==> config.mk <==
export PLATFORM = sky130hd
export DESIGN_NAME = lpr_cell
export DESIGN_NICKNAME = d
export VERILOG_FILES = /design/src/design/assert_macros.svh /design/src/design/lpr_pkg.sv /design/src/design/lpr_cell.sv
export SDC_FILE = /design/constraint.sdc
export NUM_CORES = 1
export LEC_CHECK = 0
export ABC_AREA = 1
export BUFFER_PORTS_ARGS = -buffer_cell sky130_fd_sc_hd__buf_4
export CAP_MARGIN = 5
export CORE_MARGIN = 1
export CORE_UTILIZATION = 44
export DETAILED_ROUTE_END_ITERATION = 10
export HOLD_SLACK_MARGIN = 0.15
export PLACE_DENSITY = 0.84
export SLEW_MARGIN = 25
export SYNTH_ARGS = -nofsm -noshare
export SYNTH_HDL_FRONTEND = slang
export SYNTH_SLANG_ARGS = --single-unit
export TNS_END_PERCENT = 5
==> constraint.sdc <==
create_clock -name clock -period 2.66 [get_ports clock]
set_input_delay 0.665 -clock clock [delete_from_list [all_inputs] [get_ports clock]]
set_output_delay 0.665 -clock clock [all_outputs]
set_load 0.02 [all_outputs]
==> src/design/assert_macros.svh <==
// Assertion helpers; the asserting module must have clock and reset in scope.
`ifndef ASSERT_MACROS_SVH
`define ASSERT_MACROS_SVH

// Same-cycle implication.
`define ASSERT_IMPL(label, cond, prop, msg) \
   label: assert property (@(posedge clock) disable iff (reset) (cond) |-> (prop)) \
      else $error(msg);

// Next-cycle implication.
`define ASSERT_NEXT(label, cond, prop, msg) \
   label: assert property (@(posedge clock) disable iff (reset) (cond) |=> (prop)) \
      else $error(msg);

`endif

==> src/design/lpr_pkg.sv <==
package lpr_pkg;

   localparam int MAX_ORDER    = 32;
   localparam int COEF_BITS    = 15;
   localparam int SAMPLE_BITS  = 33;
   localparam int VALUE_BITS   = 36;
   localparam int COEF_INDEX_W = 5;
   localparam int ORDER_W      = 6;
   localparam int QSHIFT_W     = 4;
   localparam int WASTED_W     = 5;
   localparam int COUNT_W      = 6;
   localparam int CSR_IDX_W    = 8;
   localparam int CSR_DATA_W   = 6;
   localparam int IDX_W        = $clog2(MAX_ORDER);
   localparam int PROD_W       = COEF_BITS + SAMPLE_BITS;
   localparam int ACC_W        = PROD_W + $clog2(MAX_ORDER);

   localparam logic [COUNT_W-1:0] COUNT_MAX = '1;

   localparam logic [CSR_IDX_W-1:0] REG_KIND   = CSR_IDX_W'(0);
   localparam logic [CSR_IDX_W-1:0] REG_ORDER  = CSR_IDX_W'(1);
   localparam logic [CSR_IDX_W-1:0] REG_QSHIFT = CSR_IDX_W'(2);
   localparam logic [CSR_IDX_W-1:0] REG_WASTED = CSR_IDX_W'(3);

   localparam logic OP_LOAD    = 1'b0;
   localparam logic OP_SAMPLE  = 1'b1;
   localparam logic KIND_FIXED = 1'b0;
   localparam logic KIND_LPC   = 1'b1;

   typedef logic signed [COEF_BITS-1:0]   coef_type;
   typedef logic signed [SAMPLE_BITS-1:0] sample_type;
   typedef logic signed [PROD_W-1:0]      prod_type;
   typedef logic signed [ACC_W-1:0]       acc_type;

   typedef struct packed {
      logic rotate;  // ring moves one place toward cell 0
      logic shift;   // history moves one place away from cell 0
   } cell_ctl_type;

endpackage

==> src/design/lpr_cell.sv <==
module lpr_cell (
   input  logic                  clock,
   input  lpr_pkg::cell_ctl_type ctl,
   input  logic                  coef_we,
   input  lpr_pkg::coef_type     coef_wdata,
   input  lpr_pkg::coef_type     coef_up,
   input  lpr_pkg::sample_type   hist_up,
   input  lpr_pkg::sample_type   hist_down,
   output lpr_pkg::coef_type     coef_q,
   output lpr_pkg::sample_type   hist_q
);

   lpr_pkg::coef_type   coef_ff, coef_in;
   lpr_pkg::sample_type hist_ff, hist_in;

   always_comb begin
      coef_in = coef_ff;
      hist_in = hist_ff;
      if (ctl.rotate) begin
         coef_in = coef_up;
         hist_in = hist_up;
      end else if (ctl.shift) begin
         hist_in = hist_down;
      end
      if (coef_we) begin
         coef_in = coef_wdata;
      end
   end

   always_ff @(posedge clock) begin
      coef_ff <= coef_in;
      hist_ff <= hist_in;
   end

   assign coef_q = coef_ff;
   assign hist_q = hist_ff;

endmodule

# Word-level counts from Yosys, hierarchy flattened
# Cells that the tools add are included.
# totals
elab_cells,8
n_memories,0
romBits,0
reg_bits,48
latchBits,0
out_inout_bits,48
ram_bits,0
in_bits,100
# classes
shifts,0
n_mux,4
magnitude_cmp,0
n_reduce_logical,2
bitwise,0
mul,0
eq_ne,0
addsub,0
div,0
# op_table
cell,count
$mux 33,2
$mux 15,2
$reduce_bool 2->1,2

# Longest topological paths before layout
# Gate-level depths: netlist (run 1).
# depth
ltp_word,2
mapped_depth,5
mapped_depth_nobuf,3

# Worst setup path after synthesis (run 1)
# Ideal clock, no wire load.
# synth_path
path_kind,input to register
startpoint,input port ctl[1] (netlist bit)
endpoint,"register coef_ff[0], in the netlist coef_q[0], enable pin"
t_arrival_ns,1.300
setup_slack_ns,0.994
stages,4
t_required_ns,2.294
n_path_buf,2
cell_sequence,buf_6 -> inv_8 -> buf_6 -> nand2_1
# synth_via
elab_chain_cells,1
# synth_lines
item,line,source
start: declaration,lpr_cell.sv:3,"input lpr_pkg::cell_ctl_type ctl,"
$reduce_bool 2->1 (no line),--,
end signal: assignment,lpr_cell.sv:31,coef_ff <= coef_in;
end: declaration,lpr_cell.sv:13,"lpr_pkg::coef_type coef_ff, coef_in;"
# No other way between the ends.
# A chain may end at the register's enable or synchronous reset.

# Worst setup path in the final report (run 1)
# layout_path
startpoint,input port ctl[1] (netlist bit)
endpoint,"register coef_ff[12], in the netlist coef_q[12], enable pin"
# Same word-level chain as after synthesis.

==> impl_metrics.yaml, run 1 <==
floorplanning:
  design.core.area_um2: 4720
  die_height_um: 72.1
  rows: 25
  die_w_um: 72.1
  die-area_um2: 5200
  start_util: 0.458
  io_pins: 148
sta:
  setup_viol: 0
  worst-slew-pin-transition_ps: 633
  relSlewSlack: 0.577
  hold_violations: 0
  fmax_mhz: 569
  finalSetupTns_ps: 0
  maxSlewViolCount: 0
  post-route-period-util: 0.661
  rsz0062_at_grt: "false"
  period_needed_ps: 1760
power:
  p_clk_frac: 0.298
  internal-power_w: 0.00152
  p_switching_w: 0.000481
  totalPowerFinal_w: 0.00200
  leakage_nw: 1.71
  power_frac_seq: 0.477
  max-vdd-ir-drop_uv: 294
  powerDensity_nw_per_um2: 594
  p_comb_frac: 0.225
  swShare: 0.241
detailed_routing:
  drt_wl_total_um: 5370
  dr.pass1.iters: 4
  drtAntennaViolNets: 0
  vias: 1882
  wire_per_inst_um: 12.9
  vias_per_cell: 4.50
  drt_iter0_drc: 89
  drc: 0
critical_path:
  slowest_stage: "nand2_1"
  arrival_ps: 1680
  crit_path_end_kind: "flop"
  worst-path-max-fanout: 35
  crit_chain: "buf_4, inv_8, nand2_1"
  critPathRequiredTime_ps: 2580
  critical_path_class: "in -> reg"
  critPathLaunchType: "primary input"
  critPathMaxStageDelay_ps: 520
synth:
  netlist-cell-type-count: 10
  ys_ff_latch: 48
  syn_inst: 206
  synthesis.nets: 306
  yosysSeqAreaShare: 0.666
  syn_area_per_cell_um2: 10.5
  ys_warn_count: 0
  synth_area_um2: 2160
cells_and_area:
  antennaDiodeCount: 0
  final_cell_mix: "148 x buf_4, 133 x nand2_1, 48 x edfxtp_1"
  nets: 451
  area_delta_synth_final_pct: 55.4
  final_common_cell: "buf_4"
  n_fill_cell: 349
  drive_above_1_share: 0.484
run:
  cap_viol_max_count: 0
grt:
  grt_pass1_wl_um: 8070
  gr-usage-met2: 0.379
  grt_use_met3: 0.0444
  globalRouteTotalUtil: 0.206
  grt_pass1_vias: 1831
  busiest_layer: "met2"
  antenna_found_initial: 0
  grt_max_degree: 36
  grt_util_met1: 0.231
  grt_overflow: 0
clock_network:
  cts_buffers: 5
  ctsHoldBuffers: 0
  cts_tree: "done"
  clockBufferDepth: 2
  cts_resized: 0
  post_cts_buffers: 0
  clk_pin_slew_ps: 80
  cts.htree.levels: 2
  cts_sinks: 48
  clock-root-buffer: "clkbuf_8"
placement:
  hpwl_um: 4110
  gp_congestion: 0.768
  port_buffers: 147
hold_path:
  hold_depth: 3
  min_path_type: "in -> reg"
outcome:
  outcome: "finished clean"
per-layer routing:
| layer | wire, um | part of all wire |
|---|---|---|
| met1 | 2010 | 0.37 |
| met2 | 2890 | 0.54 |
| met3 | 354 | 0.066 |
| met4 | 116 | 0.022 |
| met5 | 0 | 0 |
power by group through the flow:
stage          registers [W]  logic [W]  clock network, W
5_1_grt             0.000961   0.000479          0.000636
4_1_cts             0.000953   0.000452          0.000605
2_1_floorplan        0.00108  0.0000987                 0
3_3_place_gp        0.000967   0.000444                 0
3_5_place_dp        0.000970   0.000451                 0
6_report            0.000952   0.000450          0.000595
Yosys cell counts:
cell | instances | area (um^2)
or2_2 | 1 | 6.26
buf_12 | 1 | 20.0
nand2_1 | 133 | 499
inv_4 | 1 | 6.26
nand2_2 | 12 | 75.1
buf_6 | 5 | 56.3
buf_4 | 1 | 7.51
edfxtp_1 | 48 | 1440
clkbuf_8 | 3 | 41.3
inv_8 | 1 | 11.3
path summary, 6_finish.rpt:
kind | startpoint | slack, ps | end
setup / recovery | ctl[1] | 900 | coef_q[12]$_DFFE_PP_
hold / removal | hist_down[3] | 640 | hist_q[3]$_DFFE_PP_
through the flow:
step                cell area (um^2)  hold WS (ps)   util  cells  setup slack, ps
floorplan                       2160           838      -    206              994
global placement                3230           928  0.685    411              675
detailed placement              3230           935  0.685    411              590
CTS                             3360           628  0.712    418              898
global route                    3360           626  0.712    418              835
finish                          3360           640  0.712    418              902
logic make-up (layout without fill, tap and decap cells):
group	Yosys count	in the layout	synth area share
simple gates	146	146	0.268
flops	48	48	0.666
buf+inv	12	157	0.0659
worst max-delay path: cells and delay by family:
family	cells	cell delay (ps)
buf+inv	2	480
simple gates	1	520
sequential cells by signal, summed over array words and instances, names as in the netlist:
| signal | flops |
|---|---|
| coef_q | 15 |
| hist_q | 33 |
cell type report:
class | count | area (um^2) | share of cell area
Clock buffer | 5 | 68.8 | 0.0205
Inverter | 2 | 17.5 | 0.00521
Multi-Input combinational cell | 146 | 581 | 0.173
Sequential cell | 48 | 1440 | 0.429
Tap cell | 67 | 83.8 | 0.0249
Timing Repair Buffer | 148 | 1110 | 0.330
Clock inverter | 2 | 60.1 | 0.0179
No activity file was read; power rests on OpenSTA's default activity.
==> run 2, diff against run 1 <==
CORE_UTILIZATION = 41   (was 44)
PLACE_DENSITY = 0.79   (was 0.84)
clock period = 1.79 ns   (was 2.66 ns; I/O delays follow)
==> run 2 against run 1 <==
Net effect:
- die area increased by 7.1%
- setup slack worse by 420 ps
- critical path depth is 2 lower
==> impl_metrics.yaml, run 2 (synthesized netlist as in run 1, its figures left out) <==
hold_path:
  hp-start: "hist_down[30]"
  hold_depth: 3
  min_path_type: "in -> reg"
detailed_routing:
  vias: 1870
  vias_per_cell: 4.41
  dr.pass1.iters: 4
  wire_per_inst_um: 12.3
  drc: 0
  drt_wl_total_um: 5230
  drtAntennaViolNets: 0
  drt_iter0_drc: 90
floorplanning:
  design.core.area_um2: 5110
  rows: 26
  die_w_um: 74.7
  die-area_um2: 5570
  start_util: 0.424
  die_height_um: 74.7
  io_pins: 148
power:
  swShare: 0.251
  p_clk_frac: 0.261
  internal-power_w: 0.00211
  p_switching_w: 0.000710
  max-vdd-ir-drop_uv: 372
  leakage_nw: 1.71
  p_comb_frac: 0.237
  power_frac_seq: 0.501
  totalPowerFinal_w: 0.00282
  powerDensity_nw_per_um2: 840
clock_network:
  clock-root-buffer: "clkbuf_8"
  clockBufferDepth: 2
  post_cts_buffers: 0
  ctsHoldBuffers: 0
  cts_resized: 0
  cts_buffers: 5
  cts_sinks: 48
  clk_pin_slew_ps: 80
  cts.htree.levels: 2
  cts_tree: "done"
cells_and_area:
  antennaDiodeCount: 0
  design_area_um2: 3360
  drive_above_1_share: 0.483
  largest_reg_flops: 33
  final_cell_mix: "150 x buf_4, 133 x nand2_1, 48 x edfxtp_1"
  final_util: 0.658
  nets: 453
  final_common_cell: "buf_4"
  area_delta_synth_final_pct: 55.2
run:
  cap_viol_max_count: 0
critical_path:
  critPathMaxStageDelay_ps: 390
  worstSetupStartpoint: "coef_q[4]$_DFFE_PP_"
  critical_path_class: "reg -> out"
  slowest_stage: "edfxtp_1"
  critPathRequiredTime_ps: 1340
  arrival_ps: 860
  worst-path-max-fanout: 1
  cp.depth: 1
  crit_chain: "buf_4"
  crit_path_end_kind: "output port"
  crit_family: "flip-flops"
  critPathLaunchType: "flop"
  path_buf_inv: 1
outcome:
  outcome: "finished clean"
grt:
  globalRouteTotalUtil: 0.185
  grt_pass1_vias: 1671
  grt_overflow: 0
  grt_pass1_wl_um: 7550
  grt_max_degree: 35
  antenna_found_initial: 0
sta:
  finalSetupTns_ps: 0
  fmax_mhz: 766
  relSlewSlack: 0.508
  post-route-period-util: 0.729
  setup_viol: 0
  hold_violations: 0
  period_needed_ps: 1300
  worst-slew-pin-transition_ps: 739
  maxSlewViolCount: 0
  rsz0062_at_grt: "false"
placement:
  placed_area_um2: 3250
  port_buffers: 147
  gp_congestion: 0.763
run 2: cell types whose count changed in the layout (fill, tap and decap cells not counted):
cell       delta
buf_4         +2
clkinv_1      +2
bufinv_16     -1
run 2: tightest hold or removal path, stage by stage:
cell	delay, ps
buf_4	70
nand2_1	40
nand2_1	40
run 2: stage by stage:
stage	hold WS [ps]	setup WS [ps]	std cells
2_1_floorplan	620	341	206
3_3_place_gp	713	258	416
3_5_place_dp	717	234	416
4_1_cts	407	474	424
5_1_grt	406	445	424
6_report	411	485	424
run 2: final timing paths:
check	endpoint	slack (ps)
min	hist_q[30]$_DFFE_PP_	410
max	coef_q[4]	490
run 2: layout make-up:
| class | instances | area, um^2 |
|---|---|---|
| clock buffer | 5 | 68.8 |
| clock inverter | 3 | 37.5 |
| fill | 406 | 1750 |
| inverter | 2 | 17.5 |
| multi-input combinational | 146 | 581 |
| sequential | 48 | 1440 |
| tap | 70 | 87.6 |
| timing repair buffer | 150 | 1130 |
run 2: power by group through the flow:
stage	registers, W	logic, W	clock network (W)
global route	0.00143	0.000721	0.000790
detailed placement	0.00144	0.000676	0
global placement	0.00144	0.000665	0
CTS	0.00142	0.000677	0.000749
finish	0.00141	0.000670	0.000738
floorplan	0.00160	0.000147	0
run 2: layer usage:
layer / wire (um) / vias up / track usage / share of wire
li1: - / 949 / - / -
met1: 2000 / 822 / 0.217 / 0.38
met2: 2720 / 87 / 0.322 / 0.52
met3: 362 / 12 / 0.0482 / 0.069
met4: 153 / 0 / 0.0797 / 0.029
met5: 0 / - / 0 / 0
