## config.mk

```make
export PLATFORM = sky130hd
export DESIGN_NAME = lpr_mac
export DESIGN_NICKNAME = d
export VERILOG_FILES = /design/src/design/assert_macros.svh /design/src/design/lpr_pkg.sv /design/src/design/lpr_mac.sv
export SDC_FILE = /design/constraint.sdc
export NUM_CORES = 2
export LEC_CHECK = 0
export BUFFER_PORTS_ARGS = -buffer_cell sky130_fd_sc_hd__buf_2
export CORE_ASPECT_RATIO = 1.25
export CORE_MARGIN = 5
export CORE_UTILIZATION = 59
export CTS_CLUSTER_DIAMETER = 120
export CTS_CLUSTER_SIZE = 8
export DETAILED_ROUTE_END_ITERATION = 8
export PLACE_DENSITY = 0.8
export SLEW_MARGIN = 20
export SYNTH_ARGS = -nofsm -noshare
export SYNTH_HDL_FRONTEND = slang
export SYNTH_SLANG_ARGS = --single-unit
```

## constraint.sdc

```tcl
create_clock -name clock -period 6.8 [get_ports clock]
set_input_delay 0.68 -clock clock [delete_from_list [all_inputs] [get_ports clock]]
set_output_delay 0.68 -clock clock [all_outputs]
set_load 0.05 [all_outputs]
```

## src/design/assert_macros.svh

```systemverilog
// Assertion helpers; the asserting module must have clock and reset in scope.
`ifndef ASSERT_MACROS_SVH
`define ASSERT_MACROS_SVH

// Same-cycle implication.
`define ASSERT_IMPL(label, cond, prop, msg) \
   label: assert property (@(posedge clock) disable iff (reset) (cond) |-> (prop)) \
      else $error(msg);

// Next-cycle implication.
`define ASSERT_NEXT(label, cond, prop, msg) \
   label: assert property (@(posedge clock) disable iff (reset) (cond) |=> (prop)) \
      else $error(msg);

`endif

```

## src/design/lpr_pkg.sv

```systemverilog
package lpr_pkg;

   localparam int MAX_ORDER    = 32;
   localparam int COEF_BITS    = 15;
   localparam int SAMPLE_BITS  = 33;
   localparam int VALUE_BITS   = 36;
   localparam int COEF_INDEX_W = 5;
   localparam int ORDER_W      = 6;
   localparam int QSHIFT_W     = 4;
   localparam int WASTED_W     = 5;
   localparam int COUNT_W      = 6;
   localparam int CSR_IDX_W    = 8;
   localparam int CSR_DATA_W   = 6;
   localparam int IDX_W        = $clog2(MAX_ORDER);
   localparam int PROD_W       = COEF_BITS + SAMPLE_BITS;
   localparam int ACC_W        = PROD_W + $clog2(MAX_ORDER);

   localparam logic [COUNT_W-1:0] COUNT_MAX = '1;

   localparam logic [CSR_IDX_W-1:0] REG_KIND   = CSR_IDX_W'(0);
   localparam logic [CSR_IDX_W-1:0] REG_ORDER  = CSR_IDX_W'(1);
   localparam logic [CSR_IDX_W-1:0] REG_QSHIFT = CSR_IDX_W'(2);
   localparam logic [CSR_IDX_W-1:0] REG_WASTED = CSR_IDX_W'(3);

   localparam logic OP_LOAD    = 1'b0;
   localparam logic OP_SAMPLE  = 1'b1;
   localparam logic KIND_FIXED = 1'b0;
   localparam logic KIND_LPC   = 1'b1;

   typedef logic signed [COEF_BITS-1:0]   coef_type;
   typedef logic signed [SAMPLE_BITS-1:0] sample_type;
   typedef logic signed [PROD_W-1:0]      prod_type;
   typedef logic signed [ACC_W-1:0]       acc_type;

   typedef struct packed {
      logic rotate;  // ring moves one place toward cell 0
      logic shift;   // history moves one place away from cell 0
   } cell_ctl_type;

endpackage

```

## src/design/lpr_mac.sv

```systemverilog
module lpr_mac (
   input  logic                clock,
   input  logic                reset,
   input  logic                clear,
   input  logic                take,
   input  lpr_pkg::coef_type   coef,
   input  lpr_pkg::sample_type hist,
   output lpr_pkg::acc_type    acc
);

   lpr_pkg::prod_type prod_ff, prod_in;
   lpr_pkg::acc_type  acc_ff, acc_in;
   logic              take_ff, take_in;

   always_comb begin
      prod_in = lpr_pkg::PROD_W'(coef) * lpr_pkg::PROD_W'(hist);
      take_in = take && !clear;
      acc_in  = acc_ff;
      if (clear) begin
         acc_in = '0;
      end else if (take_ff) begin
         acc_in = acc_ff + lpr_pkg::ACC_W'(prod_ff);
      end
   end

   always_ff @(posedge clock) begin
      if (reset) begin
         take_ff <= 1'b0;
      end else begin
         take_ff <= take_in;
      end
   end

   always_ff @(posedge clock) begin
      prod_ff <= prod_in;
      acc_ff  <= acc_in;
   end

   assign acc = acc_ff;

endmodule
```

; Word-level counts from Yosys, hierarchy flattened
; Cells that the tools add are included.
[totals]
out_inout_bits = 53
regBits = 102
inputBits = 52
wordCells = 7
[op_classes]
n_addsub = 1
multipliers = 1
n_reduce_logical = 2
[op_table]
columns = cell, n
row1 = $add 53x48->53, 1
row2 = $mul 15x33->48, 1
row3 = $logic_and 1x1->1, 1
row4 = $logic_not 1->1, 1

; Longest topological paths before layout
[depth]
word_depth = 2
ltp_mapped = 25
ltp_nobuf = 24

; Least setup slack after synthesis
; Ideal clock, no wire load.
[synth_path]
path_type = input-to-reg
from = in hist[10]
to = reg prod_ff[45]
stages = 24
setup_time_ps = 72
t_required_ps = 6728
t_arrival_ps = 6455
n_path_buf = 1
slack_ps = 273
cell_sequence = clkbuf_1 > nand2_1 > fa_1 > fa_1 > inv_1 > fa_1 > inv_1 > fa_1 > inv_1 > fa_1 > inv_1 > fa_1 > inv_1 > ha_1 > a211oi_1 > o21ai_0 > a21o_1 > o21ai_1 > o21ai_0 > a221oi_2 > a211o_1 > a21oi_1 > a221oi_1 > xnor2_1
[synth_between]
elab_chain_cells = 1
[synth_rtl]
columns = item, line_no
row1 = from (decl), lpr_mac.sv:7  ; input lpr_pkg::sample_type hist,
row2 = $mul 15x33->48, lpr_mac.sv:16  ; prod_in = lpr_pkg::PROD_W'(coef) * lpr_pkg::PROD_W'(hist);
row3 = net prod_in[45], lpr_mac.sv:11  ; lpr_pkg::prod_type prod_ff, prod_in;
row4 = to (signal assigned), lpr_mac.sv:35  ; prod_ff <= prod_in;
row5 = to (decl), lpr_mac.sv:11
; The timed path passes the listed nets, and every way through them passes these cells.
; A chain may end at the register's enable or synchronous reset.

; Worst setup path after layout
[layout_path]
from = in coef[10]
to = reg prod_ff[47]
[layout_between]
elab_chain_cells = 1
[layout_rtl]
columns = item, line_no
row1 = from (decl), lpr_mac.sv:6  ; input lpr_pkg::coef_type coef,
row2 = $mul 15x33->48, lpr_mac.sv:16
row3 = net prod_in[47], lpr_mac.sv:11
; The timed path passes the listed nets, and every way through them passes these cells.

==> Implementation_results.wiki <==
{| class="wikitable"
! Metric !! Value
|-
| Main combinational cell family by area after synthesis || adder cells
|-
| Critical Path Start || coef[10]
|-
| Max Fanout on Critical Path || 18
|-
| Portion of the clock cycle consumed by the worst path in the final layout || 96.37%
|-
| Starting density of the core || 59.38%
|-
| Synthesized-area fraction occupied by adder cells || 49.92%
|-
| Remaining global-route overflow || 0
|-
| CP max stage delay || 570 ps
|-
| Synth Net Count || 3271
|-
| Detailed placement HPWL || 47.67 mm
|-
| Proportion of synthesized flip-flops having asynchronous set or reset || 0%
|-
| Share of synthesized area occupied by flip-flops and latches || 9.041%
|-
| Bufs and invs on worst path || 3
|-
| CTS tree || done
|-
| Layout-stage area growth over the synthesis result || 7.639%
|-
| Top Ports || 105
|-
| Fraction of layout instances using a drive strength above 1 || 8.417%
|-
| Maximum Capacitance Violations || 0
|-
| Rel. slew slack || 53.40%
|-
| Mapped cell area || 22590 µm²
|-
| Flop and latch count out of synthesis || 102
|-
| Setup Crit Path Kind || input port to register
|-
| Reg clk slew, reported paths || 70 ps
|-
| R2r startpoint || acc[0]
|-
| Library cell used as clock root buffer || sky130_fd_sc_hd__clkbuf_16
|-
| Cell family contributing the most delay on the critical path || adder cells
|-
| Count of input and output buffers || 104
|-
| Worst min-delay path startpoint || reset
|-
| Max Transition Viols Final || 0
|-
| Worst hold-check path type || input port to register
|-
| Terminus of the critical flop-to-flop path || acc[48]
|-
| CTS Hold Buffers Added || 0
|-
| Wirelength, routed || 56.28 mm
|-
| Number of violations reported at the end of detailed-routing iteration 0 || 1251
|-
| Bufs on Longest Clock Path || 2
|-
| Number of enable flip-flop cells after synthesis || 0
|-
| Slowest cell on the critical path || sky130_fd_sc_hd__fa_1
|-
| Crit path time final || 6553 ps
|-
| Cell variety after synth || 70
|-
| Fill count || 3052
|-
| Primary FF master, synth || sky130_fd_sc_hd__dfxtp_1
|-
| Complex-gate fraction of the synthesized area || 9.301%
|-
| Overall track demand over capacity in global routing || 27.58%
|-
| Data arrival time at the worst-slack endpoint || 6840 ps
|-
| Finished Core Util || 63.92%
|-
| Core area || 38040 µm²
|-
| Minimum setup slack among reg-to-reg paths || 3140 ps
|-
| Critical path depth || 21
|-
| Outcome || finished, final reports clean
|-
| Fraction of synthesized area in multiplexers || 1.202%
|-
| Residual DRC count || 0
|-
| Unrepaired setup endpoints after global routing || no
|-
| Number of instances in the synthesized netlist || 2592
|-
| Average instance area after synthesis || 8.714 µm²
|-
| Required time at the worst-slack endpoint || 7080 ps
|-
| Launching element type of the critical path || input port
|-
| Worst-case reg-to-reg path depth || 13
|-
| Num CTS Buffers || 9
|-
| Number of antenna violations at the first check in global routing || 2
|-
| Number of nets with antenna violations after routing || 0
|-
| Cell mode on critical path || sky130_fd_sc_hd__fa_1
|-
| Setup violators final || 0
|-
| Maximum number of pins on one net before global-route repair || 62
|-
| Wire length of the first global-routing pass || 95.43 mm
|-
| Avg Vias per Cell || 5.630
|-
| CP Cell Sequence || buf_2 > nand2_1 > fa_1 > inv_1 > fa_1 > fa_1 > fa_1 > fa_1 > fa_1 > ha_1 > a21o_1 > a21o_1 > a221oi_1 > nor2_1 > o31ai_1 > buf_4 > nand2_1 > o21ai_0 > o21ai_0 > a211oi_1 > xnor2_1
|-
| FMAX || 152.6 MHz
|-
| Height of the chip || 228.8 µm
|-
| Via count of the first global-routing pass || 19890
|-
| Core Rows || 80
|-
| Skew-Pair Late Insertion Delay || 360 ps
|-
| Post-CTS setup repair buffer count || 0
|-
| Routed len/inst || 17.71 µm
|-
| Slew at the pin with the worst max-slew slack || 699.0 ps
|-
| DR pass1 iterations || 5
|-
| Warnings from Yosys || 0
|-
| Number of H-tree levels || 3
|-
| Simple-gate share of the synthesized area || 16.51%
|-
| Clock sink count || 102
|-
| Vias || 17892
|-
| Gpl congestion || 0.9660
|-
| Final Net Count || 3359
|-
| Type of destination of the critical path || register
|-
| Die Area || 42320 µm²
|-
| Xor-xnor portion of the synthesized cell area || 3.412%
|-
| Die extent in x || 185 µm
|-
| Critical path endpoint || prod_ff[47]
|-
| Fin Clk Skew || 7.017 ps
|-
| Final count of hold timing violations || 0
|}
==> timing repair <==
item,in CTS,in global routing
hold endpoints to repair,0,0
resized for setup,0,1
setup endpoints to repair,0,2
==> layout by cell type, fill, tap and decap left out, types with 4 or more instances in the layout <==
| cell | instances |
|---|---|
| sky130_fd_sc_hd__o22ai_1 | 6 |
| sky130_fd_sc_hd__xnor2_1 | 60 |
| sky130_fd_sc_hd__nor2_1 | 121 |
| sky130_fd_sc_hd__dfxtp_1 | 101 |
| sky130_fd_sc_hd__a21o_1 | 49 |
| sky130_fd_sc_hd__fa_1 | 457 |
| sky130_fd_sc_hd__inv_1 | 523 |
| sky130_fd_sc_hd__a211oi_1 | 18 |
| sky130_fd_sc_hd__nor3_1 | 21 |
| sky130_fd_sc_hd__nor2b_1 | 7 |
| sky130_fd_sc_hd__o31ai_1 | 6 |
| sky130_fd_sc_hd__xor2_1 | 28 |
| sky130_fd_sc_hd__and2_1 | 187 |
| sky130_fd_sc_hd__a211o_1 | 6 |
| sky130_fd_sc_hd__ha_1 | 170 |
| sky130_fd_sc_hd__mux2i_1 | 26 |
| sky130_fd_sc_hd__o21a_1 | 9 |
| sky130_fd_sc_hd__and4_1 | 5 |
| sky130_fd_sc_hd__nand2_1 | 346 |
| sky130_fd_sc_hd__buf_12 | 5 |
| sky130_fd_sc_hd__a221oi_1 | 4 |
| sky130_fd_sc_hd__buf_2 | 103 |
| sky130_fd_sc_hd__o21ai_0 | 52 |
| sky130_fd_sc_hd__and3_1 | 9 |
| sky130_fd_sc_hd__o211ai_1 | 5 |
| sky130_fd_sc_hd__nand4_1 | 19 |
| sky130_fd_sc_hd__clkbuf_16 | 9 |
| sky130_fd_sc_hd__nand3_1 | 31 |
| sky130_fd_sc_hd__o21bai_1 | 14 |
| sky130_fd_sc_hd__a21oi_1 | 116 |
| sky130_fd_sc_hd__buf_4 | 81 |
| sky130_fd_sc_hd__a31oi_1 | 12 |
| sky130_fd_sc_hd__nand2b_1 | 16 |
==> flip-flops by register name (all words and copies together) (netlist names) <==
name and count:
take_ff 1, acc 53, prod_ff 48
==> metal layers <==
layer  vias up  share of wire (%)  global-route usage, %
li1       8146                  -                      -
met1      8718                 38                  34.44
met2       799                 48                  46.18
met3       227                8.0                  5.158
met4         2                5.3                  12.94
met5         -              0.023                      0
==> final cells by class <==
| class | count | area, µm² | share of cell area, % |
|---|---|---|---|
| well taps | 492 | 615.6 | 2.532 |
| diodes | 1 | 2.502 | 0.01029 |
| flip-flops and latches | 102 | 2043 | 8.404 |
| inverters | 524 | 1967 | 8.090 |
| multi-input cells | 1853 | 18150 | 74.64 |
| clock inverters | 7 | 80.08 | 0.3294 |
| clock buffers | 9 | 225.2 | 0.9264 |
| repair buffers | 190 | 1231 | 5.064 |
==> logic make-up after synthesis <==
logic type / Yosys count
muxes: 27
xor gates and xnor gates: 88
AOI/OAI and AO/OA: 325
DFF: 102
adders and majority gates: 627
buffers and inverters: 637
and+or+nand+nor: 786
==> synthesized netlist by cell type (49+ instances only) <==
library cell / instances / area [µm²]
sky130_fd_sc_hd__inv_1: 523 / 1963
sky130_fd_sc_hd__nor2_1: 121 / 454.2
sky130_fd_sc_hd__a21o_1: 49 / 367.9
sky130_fd_sc_hd__nand2_1: 346 / 1299
sky130_fd_sc_hd__dfxtp_1: 102 / 2042
sky130_fd_sc_hd__and2_1: 187 / 1170
sky130_fd_sc_hd__ha_1: 170 / 2127
sky130_fd_sc_hd__a21oi_1: 116 / 580.6
sky130_fd_sc_hd__fa_1: 457 / 9149
sky130_fd_sc_hd__clkbuf_1: 106 / 397.9
sky130_fd_sc_hd__o21ai_0: 52 / 260.3
sky130_fd_sc_hd__xnor2_1: 60 / 525.5
==> how the worst min path moves through the flow <==
stage | to | slack, ps | depth (start not counted)
3_5_place_dp | acc[45] | 510 | 2
5_1_grt | take_ff | 480 | 2
2_1_floorplan | acc[0] | 550 | 3
3_3_place_gp | acc[51] | 480 | 2
4_1_cts | take_ff | 470 | 2
6_report | take_ff | 470 | 2
==> stage by stage <==
step	hold slack, ps	instance area (µm²)	TNS (ps)	instances	worst slack (ps)
6_report	473.9	24310	0	3178	246.8
5_1_grt	481.1	24310	0	3178	20.99
4_1_cts	465.8	24310	0	3177	276.1
3_5_place_dp	505.8	24000	-137.2	3161	-98.87
3_3_place_gp	483.1	24000	-173.3	3161	-119.1
2_1_floorplan	550.7	22590	0	2592	273.2
Power is not shown: default switching activity piles up to over one toggle a cycle in this logic, so the estimate is an artifact.
